**config.mk**
```make
export PLATFORM = sky130hd
export DESIGN_NAME = gray_code_pixel_decoder_core
export DESIGN_NICKNAME = d
export VERILOG_FILES = /design/src/rtl/core/gcpd_pkg.sv /design/src/rtl/core/gray_code_pixel_decoder_core.sv
export SDC_FILE = /design/constraint.sdc
export NUM_CORES = 1
export LEC_CHECK = 0
export BUFFER_PORTS_ARGS = -buffer_cell sky130_fd_sc_hd__clkbuf_2
export CAP_MARGIN = 10
export CELL_PAD_IN_SITES_DETAIL_PLACEMENT = 1
export CELL_PAD_IN_SITES_GLOBAL_PLACEMENT = 2
export CORE_ASPECT_RATIO = 1.2
export CORE_MARGIN = 4
export CORE_UTILIZATION = 38
export DETAILED_ROUTE_END_ITERATION = 16
export GPL_TIMING_DRIVEN = 0
export PLACE_DENSITY_LB_ADDON = 0.1
export SLEW_MARGIN = 30
export SYNTH_ARGS = -nofsm -noshare
export SYNTH_HDL_FRONTEND = slang
export SYNTH_SLANG_ARGS = --single-unit
```
**constraint.sdc**
```tcl
create_clock -name clk -period 13.73 [get_ports clk]
set_input_delay 2.0595 -clock clk [delete_from_list [all_inputs] [get_ports clk]]
set_output_delay 2.0595 -clock clk [all_outputs]
set_load 0.02 [all_outputs]
```
**src/rtl/core/gcpd_pkg.sv**
```systemverilog
// gcpd_pkg: shared widths, register indexes and size helpers for the gray code pixel decoder
`default_nettype none
package gcpd_pkg;

  localparam int MAX_AXIS_BITS = 12;
  localparam int SIZE_W        = MAX_AXIS_BITS + 1;
  localparam int COORD_W       = MAX_AXIS_BITS;
  localparam int NBITS_W       = $clog2(MAX_AXIS_BITS + 1);
  localparam int PLANE_W       = $clog2(2 * MAX_AXIS_BITS + 1);
  localparam int SUM_W         = COORD_W + PLANE_W;
  localparam int SAMPLE_W      = 8;
  localparam int THRESH_W      = 8;
  localparam int CFG_IDX_W     = 2;
  localparam int CFG_DATA_W    = SIZE_W;

  localparam logic [CFG_IDX_W-1:0] REG_THRESHOLD = 2'd0;
  localparam logic [CFG_IDX_W-1:0] REG_WIDTH     = 2'd1;
  localparam logic [CFG_IDX_W-1:0] REG_HEIGHT    = 2'd2;

  localparam logic [THRESH_W-1:0] THRESHOLD_RESET = 8'd32;
  localparam logic [SIZE_W-1:0]   WIDTH_RESET     = 13'd240;
  localparam logic [SIZE_W-1:0]   HEIGHT_RESET    = 13'd135;

  localparam logic [SIZE_W-1:0] SIZE_TOP = SIZE_W'(1) << MAX_AXIS_BITS;

  typedef logic [SIZE_W-1:0]  size_t;
  typedef logic [NBITS_W-1:0] nbits_t;

  // size limited to 1 .. 2^MAX_AXIS_BITS
  function automatic size_t clamp_size(input size_t s);
    size_t r;
    if (s == '0) r = SIZE_W'(1);
    else if (s > SIZE_TOP) r = SIZE_TOP;
    else r = s;
    return r;
  endfunction

  // number of planes for an axis: bit length of size minus one
  function automatic nbits_t axis_bits(input size_t s);
    size_t  m;
    nbits_t n;
    m = s - SIZE_W'(1);
    n = '0;
    for (int k = 0; k < MAX_AXIS_BITS; k++) begin
      if (m[k]) n = NBITS_W'(k + 1);
    end
    return n;
  endfunction

  // centring shift: (2^n - size) >> 1
  function automatic size_t center_shift(input nbits_t n, input size_t s);
    size_t full;
    full = (SIZE_W'(1) << n) - s;
    return full >> 1;
  endfunction

endpackage
`default_nettype wire

```
**src/rtl/core/gray_code_pixel_decoder_core.sv**
```systemverilog
// gray_code_pixel_decoder_core: per-pixel structured-light gray code decoder
//
// Input channel (in_valid/in_ready) carries one pattern pair per transfer:
// pattern and inverse grey samples plus a region bit. A frame is the column
// planes followed by the row planes, their counts set by the projector width
// and height registers. The last pair of a frame yields one result on the
// output channel (out_valid/out_ready): column, row and a valid flag.
// Latency: the result is shown the cycle after the last pair's transfer.
// Throughput: one pair per cycle while in_ready is high; the plane state
// and the result register update in the same cycle as the transfer.
// A waiting result does not block input while out_ready is high in the same
// cycle; when the receiver stalls, in_ready drops only while a result is
// held and not taken.
// Reset clears the frame state, drops out_valid and loads the registers
// with threshold 32, width 240, height 135.
// Configuration writes take effect at once; the user is to make them between
// frames or while the input is idle, which the block itself does not enforce.
`default_nettype none
module gray_code_pixel_decoder_core (
  input  wire logic                            clk,
  input  wire logic                            rst,
  input  wire logic                            cfg_write,
  input  wire logic [gcpd_pkg::CFG_IDX_W-1:0]  cfg_index,
  input  wire logic [gcpd_pkg::CFG_DATA_W-1:0] cfg_data,
  input  wire logic                            in_valid,
  output logic                                 in_ready,
  input  wire logic [gcpd_pkg::SAMPLE_W-1:0]   pattern_sample,
  input  wire logic [gcpd_pkg::SAMPLE_W-1:0]   inverse_sample,
  input  wire logic                            in_region,
  output logic                                 out_valid,
  input  wire logic                            out_ready,
  output logic [gcpd_pkg::COORD_W-1:0]         proj_column,
  output logic [gcpd_pkg::COORD_W-1:0]         proj_row,
  output logic                                 pixel_valid
);
  import gcpd_pkg::*;

  logic [THRESH_W-1:0] decode_threshold;
  size_t               col_limit;
  size_t               row_limit;

  logic [PLANE_W-1:0]  plane_index;
  logic                binary_bit;
  logic [SUM_W-1:0]    column_sum;
  logic [SUM_W-1:0]    row_sum;
  logic                contrast_seen;

  logic [PLANE_W-1:0]  plane_index_next;
  logic                binary_bit_next;
  logic [SUM_W-1:0]    column_sum_next;
  logic [SUM_W-1:0]    row_sum_next;
  logic                contrast_seen_next;

  size_t               w_clamp, h_clamp, cshift, rshift;
  nbits_t              ncol, nrow;
  logic [PLANE_W-1:0]  total;
  logic [SAMPLE_W-1:0] p_s, q_s, diff;
  logic                gray_bit;
  logic                in_xfer;
  logic                frame_end;
  logic [PLANE_W-1:0]  row_i;
  logic [NBITS_W-1:0]  wsh;
  logic [SUM_W-1:0]    col_full, row_full;
  logic                res_valid;

  assign in_ready = !out_valid || out_ready;
  assign in_xfer  = in_valid && in_ready;

  always_comb begin
    w_clamp = clamp_size(col_limit);
    h_clamp = clamp_size(row_limit);
    ncol    = axis_bits(w_clamp);
    nrow    = axis_bits(h_clamp);
    total   = PLANE_W'(ncol) + PLANE_W'(nrow);
    cshift  = center_shift(ncol, w_clamp);
    rshift  = center_shift(nrow, h_clamp);
  end

  always_comb begin
    p_s      = in_region ? pattern_sample : '0;
    q_s      = in_region ? inverse_sample : '0;
    gray_bit = (p_s >= q_s);
    diff     = gray_bit ? (p_s - q_s) : (q_s - p_s);
    row_i    = plane_index - PLANE_W'(ncol);

    contrast_seen_next = contrast_seen || (diff >= decode_threshold);
    binary_bit_next    = binary_bit;
    column_sum_next    = column_sum;
    row_sum_next       = row_sum;
    wsh                = '0;

    if (plane_index < PLANE_W'(ncol)) begin
      binary_bit_next = (plane_index == '0) ? gray_bit : (binary_bit ^ gray_bit);
      wsh = NBITS_W'(PLANE_W'(ncol) - PLANE_W'(1) - plane_index);
      if (binary_bit_next) column_sum_next = column_sum + (SUM_W'(1) << wsh);
    end else if (plane_index < total) begin
      binary_bit_next = (row_i == '0) ? gray_bit : (binary_bit ^ gray_bit);
      wsh = NBITS_W'(PLANE_W'(nrow) - PLANE_W'(1) - row_i);
      if (binary_bit_next) row_sum_next = row_sum + (SUM_W'(1) << wsh);
    end

    frame_end        = (total == '0) || !((plane_index + PLANE_W'(1)) < total);
    plane_index_next = plane_index + PLANE_W'(1);

    // saturating subtract of the centring shift
    col_full = (column_sum_next > SUM_W'(cshift)) ? column_sum_next - SUM_W'(cshift) : '0;
    row_full = (row_sum_next > SUM_W'(rshift)) ? row_sum_next - SUM_W'(rshift) : '0;
    res_valid = contrast_seen_next && (col_full < SUM_W'(w_clamp))
                && (row_full < SUM_W'(h_clamp));
  end

  always_ff @(posedge clk) begin
    if (rst) begin
      decode_threshold <= THRESHOLD_RESET;
      col_limit        <= WIDTH_RESET;
      row_limit        <= HEIGHT_RESET;
    end else if (cfg_write) begin
      case (cfg_index)
        REG_THRESHOLD: decode_threshold <= cfg_data[THRESH_W-1:0];
        REG_WIDTH:     col_limit        <= cfg_data[SIZE_W-1:0];
        REG_HEIGHT:    row_limit        <= cfg_data[SIZE_W-1:0];
        default: ;
      endcase
    end
  end

  always_ff @(posedge clk) begin
    if (rst) begin
      plane_index   <= '0;
      binary_bit    <= 1'b0;
      column_sum    <= '0;
      row_sum       <= '0;
      contrast_seen <= 1'b0;
    end else if (in_xfer) begin
      if (frame_end) begin
        plane_index   <= '0;
        binary_bit    <= 1'b0;
        column_sum    <= '0;
        row_sum       <= '0;
        contrast_seen <= 1'b0;
      end else begin
        plane_index   <= plane_index_next;
        binary_bit    <= binary_bit_next;
        column_sum    <= column_sum_next;
        row_sum       <= row_sum_next;
        contrast_seen <= contrast_seen_next;
      end
    end
  end

  always_ff @(posedge clk) begin
    if (rst) begin
      out_valid <= 1'b0;
    end else if (in_xfer && frame_end) begin
      out_valid <= 1'b1;
    end else if (out_ready) begin
      out_valid <= 1'b0;
    end
  end

  always_ff @(posedge clk) begin
    if (in_xfer && frame_end) begin
      proj_column <= res_valid ? col_full[COORD_W-1:0] : '0;
      proj_row    <= res_valid ? row_full[COORD_W-1:0] : '0;
      pixel_valid <= res_valid;
    end
  end

  // an invalid pixel always carries zero coordinates
  a_invalid_zero: assert property (@(posedge clk) disable iff (rst)
    out_valid && !pixel_valid |-> proj_column == '0 && proj_row == '0)
    else $error("invalid pixel with nonzero coordinates");

  // plane counter stays inside the largest frame
  a_plane_range: assert property (@(posedge clk) disable iff (rst)
    plane_index < PLANE_W'(2 * MAX_AXIS_BITS))
    else $error("plane index out of range");

  // a mid-frame transfer advances the plane counter by one
  a_plane_step: assert property (@(posedge clk) disable iff (rst)
    in_xfer && !frame_end |=> plane_index == $past(plane_index) + PLANE_W'(1))
    else $error("plane index did not advance");

  // the last plane of a frame produces a result and restarts the frame
  a_frame_result: assert property (@(posedge clk) disable iff (rst)
    in_xfer && frame_end |=> out_valid && plane_index == '0)
    else $error("frame end without result");

endmodule
`default_nettype wire

```
==> qor.tcl <==
set qor(die-area_sq_um) 33700
set qor(detailroute.via_count) 11200
set qor(critical-path-top-cell-by-count) {sky130_fd_sc_hd__ha_1}
set qor(cp_data_arrival_time_ns) 13.22
set qor(placement.cell_area_sq_um) 12600
set qor(count_of_final_setup_violators) 0
set qor(post_synthesis_cell_area_sq_um) 11700
set qor(holdCritPathClass) {flip-flop to flip-flop}
set qor(area.growth.synth_to_final_pct) 10.6
set qor(power_leakage_nw) 5.72
set qor(status) {complete, no violations}
set qor(yosys.area.top_type) {sky130_fd_sc_hd__ha_1}
set qor(arithmetic_cell_share_of_the_synthesized_area_counting_full_adders_half_adders_and_majority_gates) 0.181
set qor(tritoncts_num_sinks) 101
set qor(routed_wire_length_per_instance_um) 19.6
set qor(layout_commonest_cell) {sky130_fd_sc_hd__nor2_1}
set qor(clk_pin_slew_worst_paths_ns) 0.08
set qor(first_global_vias) 11400
set qor(track_usage) 0.226
set qor(worstSkewPairLatency_ns) 0.38
set qor(num_antenna_cells) 0
set qor(pin_count) 64
set qor(net_count_synth) 1695
set qor(ctsHtreeMaxLevel) 3
set qor(core_region_area_sq_um) 30500
set qor(number_of_rows_created_at_floorplan) 70
set qor(drt-vias-per-instance) 5.70
set qor(overflow) 0
set qor(synth-warning-count) 0
set qor(initial_util) 0.384
set qor(worst_clock_skew_ns) 0.0163
set qor(muxShareOfSynthArea) 0.0299
set qor(cts_hold_repair.buffers) 0
set qor(post_synth_edffs) 25
set qor(route.detailed.drc) 0
set qor(aggregate_routed_wire_length_um) 38700
set qor(synth_cell_type_count) 85
set qor(gp_routability_congestion) 0.888
set qor(seq_area_frac_synth) 0.194
set qor(hold_end) {column_sum[16]$_SDFFE_PP0P_}
set qor(portBuffers) 62
set qor(period_share) 0.952
set qor(yosys.area.top_type_share) 0.162
set qor(fmax_mhz) 76.5
set qor(cts_inserted_buffers) 9
set qor(synth_xor_xnor_area_share) 0.0613
set qor(synth_top_family_by_area) {simple AND/OR/NAND/NOR gates}
set qor(critical-path-max-stage-delay_ns) 0.76
set qor(cts_tree) {built}
set qor(clock-root-buffer) {sky130_fd_sc_hd__clkbuf_16}
set qor(final-hold-violation-count) 0
set qor(grt_start_max_net_pins) 19
set qor(critical_path_peak_fanout) 10
set qor(synth_compound_area_frac) 0.227
set qor(ys.flop_type) {sky130_fd_sc_hd__dfxtp_1}
set qor(max_capacitance_violation_total) 0
set qor(critical-path-slowest-cell) {sky130_fd_sc_hd__fa_2}
set qor(num-fill-cells) 3771
set qor(layoutNonFillerInstCount) 1974
set qor(worst-slew-pin-transition_ns) 0.910
set qor(timing.critical_path.from) {col_limit[4]$_SDFFE_PP1P_}
set qor(rr_endpoint) {pixel_valid$_DFFE_PP_}
set qor(required_time_of_the_worst_setup_path_ns) 13.87
set qor(timing.max_slew.rel_slack) 0.392
set qor(r2r_cells) 53
set qor(die-width_um) 168
set qor(dr.pass1.iters) 5
set qor(critical_path.reg2reg.startpoint) {col_limit[4]$_SDFFE_PP1P_}
set qor(drt_iter0_markers) 437
set qor(number_of_routed_nets_with_antenna_violations) 0
set qor(place_inst) 1954
set qor(setup.worst_path.class) {flip-flop to flip-flop}
set qor(die_y_um) 200
set qor(synth.avg_cell_area_sq_um) 7.83
set qor(start_kind) {flip-flop}
set qor(timing.reg2reg.setup_slack_ns) 0.65
set qor(ys_seq_elements) 101
set qor(min_delay_path_depth) 2
set qor(power_per_standard_cell_area_nw_per_um2) 112
set qor(hold_path_startpoint) {column_sum[16]$_SDFFE_PP0P_}
set qor(synthSimpleGateAreaFrac) 0.260
set qor(stdcell_area_sq_um) 13000
set qor(grt_pass1_wl_um) 61900
set qor(nNetsFinal) 1773
set qor(postSynthCellCount) 1495
set qor(final_period_minus_worst_setup_slack_ns) 13.08
set qor(slew_viol_final) 0
set qor(irDropWorstVdd_v) 0.0000508
set qor(initial_antenna_violation_count) 0
set qor(max_clock_buf_depth) 2
set qor(layout.cells.most_common_list) {sky130_fd_sc_hd__nor2_1 (176), sky130_fd_sc_hd__ha_1 (152), sky130_fd_sc_hd__nand2_1 (147), sky130_fd_sc_hd__a21oi_1 (131), sky130_fd_sc_hd__dfxtp_1 (76)}
set qor(post_route_cells_drive_above_1_share) 0.113
set qor(detailedPlacementHpwl_um) 32100
set qor(worst_setup_path_end_kind) {flip-flop}
set qor(synth.top_cells.by_area) {sky130_fd_sc_hd__ha_1 (16%), sky130_fd_sc_hd__dfxtp_1 (13%), sky130_fd_sc_hd__edfxtp_1 (6.4%)}
set qor(async_reset_ff_frac) 0
[repair_timing]
item,CTS,global route
resized for setup,10,14
pin swaps,0,3
setup endpoints to repair,25,25
buffers inserted,0,5
gates cloned,0,0
[cell type report]
cell class | instances | area, sq um | share of cell area
sequential | 101 | 2270 | 0.175
tap | 396 | 495 | 0.0383
clock inverter | 7 | 53.8 | 0.00415
clock buffer | 9 | 225 | 0.0174
buffer | 61 | 272 | 0.0210
inverter | 73 | 274 | 0.0212
multi-input combinational | 1259 | 8980 | 0.694
timing repair buffer | 68 | 375 | 0.0290
[how the worst max path moves through the flow]
stage,to,cells past startpoint
finish,pixel_valid$_DFFE_PP_,53
CTS,proj_column[5]$_SDFFCE_PN0P_,56
detailed placement,proj_column[3]$_SDFFCE_PN0P_,56
global placement,proj_column[2]$_SDFFCE_PN0P_,56
floorplan,proj_row[2]$_SDFFCE_PN0P_,57
global route,proj_row[0]$_SDFFCE_PN0P_,53
[kinds of logic after synthesis]
group,after synthesis
simple gates,587
compound gates,395
fa+ha+maj,163
buf+inv,135
flops,101
xor+xnor,82
mux,32
[state kept, by name, summed over array words and instances, names as in the netlist, 5 cells and up]
register,cells
row_limit,13
row_sum,17
column_sum,17
proj_row,12
col_limit,13
plane_index,5
decode_threshold,8
proj_column,12
[power breakdown]
group | switching, mW | internal [mW] | total [mW]
registers | 0.0112 | 0.323 | 0.334
clock network | 0.138 | 0.126 | 0.264
logic | 0.531 | 0.317 | 0.848
[worst max-delay path, delay by kind of cell (launching register included)]
| kind | cells | cell delay (ns) |
|---|---|---|
| compound gates | 19 | 4.53 |
| xor+xnor | 3 | 0.36 |
| fa+ha+maj | 6 | 2.26 |
| buf+inv | 7 | 1.27 |
| flops | 1 | 0.30 |
| mux | 1 | 0.32 |
| simple gates | 17 | 3.79 |
[per-layer routing]
layer | vias up | part of all wire | GRT usage
met5 | - | 0 | 0
met4 | 0 | 0.015 | 0.0435
met3 | 32 | 0.019 | 0.0188
met2 | 128 | 0.50 | 0.404
met1 | 5497 | 0.47 | 0.299
li1 | 5590 | - | -
[stage by stage]
stage	power [mW]	TNS [ns]	utilization	hold WS [ns]	setup slack, ns
2_1_floorplan	0.938	0	-	0.467	2.33
3_3_place_gp	1.15	-6.99	0.411	0.484	-0.439
3_5_place_dp	1.16	-11.90	0.412	0.495	-0.662
4_1_cts	1.44	0	0.422	0.512	0.0220
5_1_grt	1.55	-0.0272	0.425	0.530	-0.0182
6_report	1.45	0	0.425	0.515	0.653
[cell usage after synthesis (4+ instances only)]
cell	count
sky130_fd_sc_hd__nand2b_1	26
sky130_fd_sc_hd__clkbuf_1	48
sky130_fd_sc_hd__fa_1	11
sky130_fd_sc_hd__a21o_1	55
sky130_fd_sc_hd__o21bai_1	10
sky130_fd_sc_hd__nor4b_2	9
sky130_fd_sc_hd__nor4_1	16
sky130_fd_sc_hd__a21oi_1	133
sky130_fd_sc_hd__nand4_1	17
sky130_fd_sc_hd__nor4b_1	6
sky130_fd_sc_hd__o211ai_1	11
sky130_fd_sc_hd__mux2_2	24
sky130_fd_sc_hd__o21a_1	17
sky130_fd_sc_hd__and3_1	13
sky130_fd_sc_hd__or3_1	20
sky130_fd_sc_hd__nand3b_1	12
sky130_fd_sc_hd__or2_2	5
sky130_fd_sc_hd__or4_1	7
sky130_fd_sc_hd__nand2_1	147
sky130_fd_sc_hd__a211o_1	7
sky130_fd_sc_hd__o31ai_1	6
sky130_fd_sc_hd__a31oi_1	7
sky130_fd_sc_hd__nor3b_1	13
sky130_fd_sc_hd__edfxtp_1	25
sky130_fd_sc_hd__a22oi_1	26
sky130_fd_sc_hd__a2111oi_0	5
sky130_fd_sc_hd__dfxtp_1	76
sky130_fd_sc_hd__buf_2	7
sky130_fd_sc_hd__xnor2_1	49
sky130_fd_sc_hd__a31o_2	4
sky130_fd_sc_hd__nor2_1	177
sky130_fd_sc_hd__o31a_1	4
sky130_fd_sc_hd__nor2b_1	26
sky130_fd_sc_hd__nand3_1	20
sky130_fd_sc_hd__o41ai_1	5
sky130_fd_sc_hd__inv_1	73
sky130_fd_sc_hd__mux2i_1	8
sky130_fd_sc_hd__xor2_1	33
sky130_fd_sc_hd__a21boi_0	5
sky130_fd_sc_hd__nor4_2	11
sky130_fd_sc_hd__a211oi_1	13
sky130_fd_sc_hd__o21ai_0	45
sky130_fd_sc_hd__nor3_1	45
sky130_fd_sc_hd__ha_1	152
sky130_fd_sc_hd__buf_6	4
Note: power is estimated with default switching activity, not from simulation.
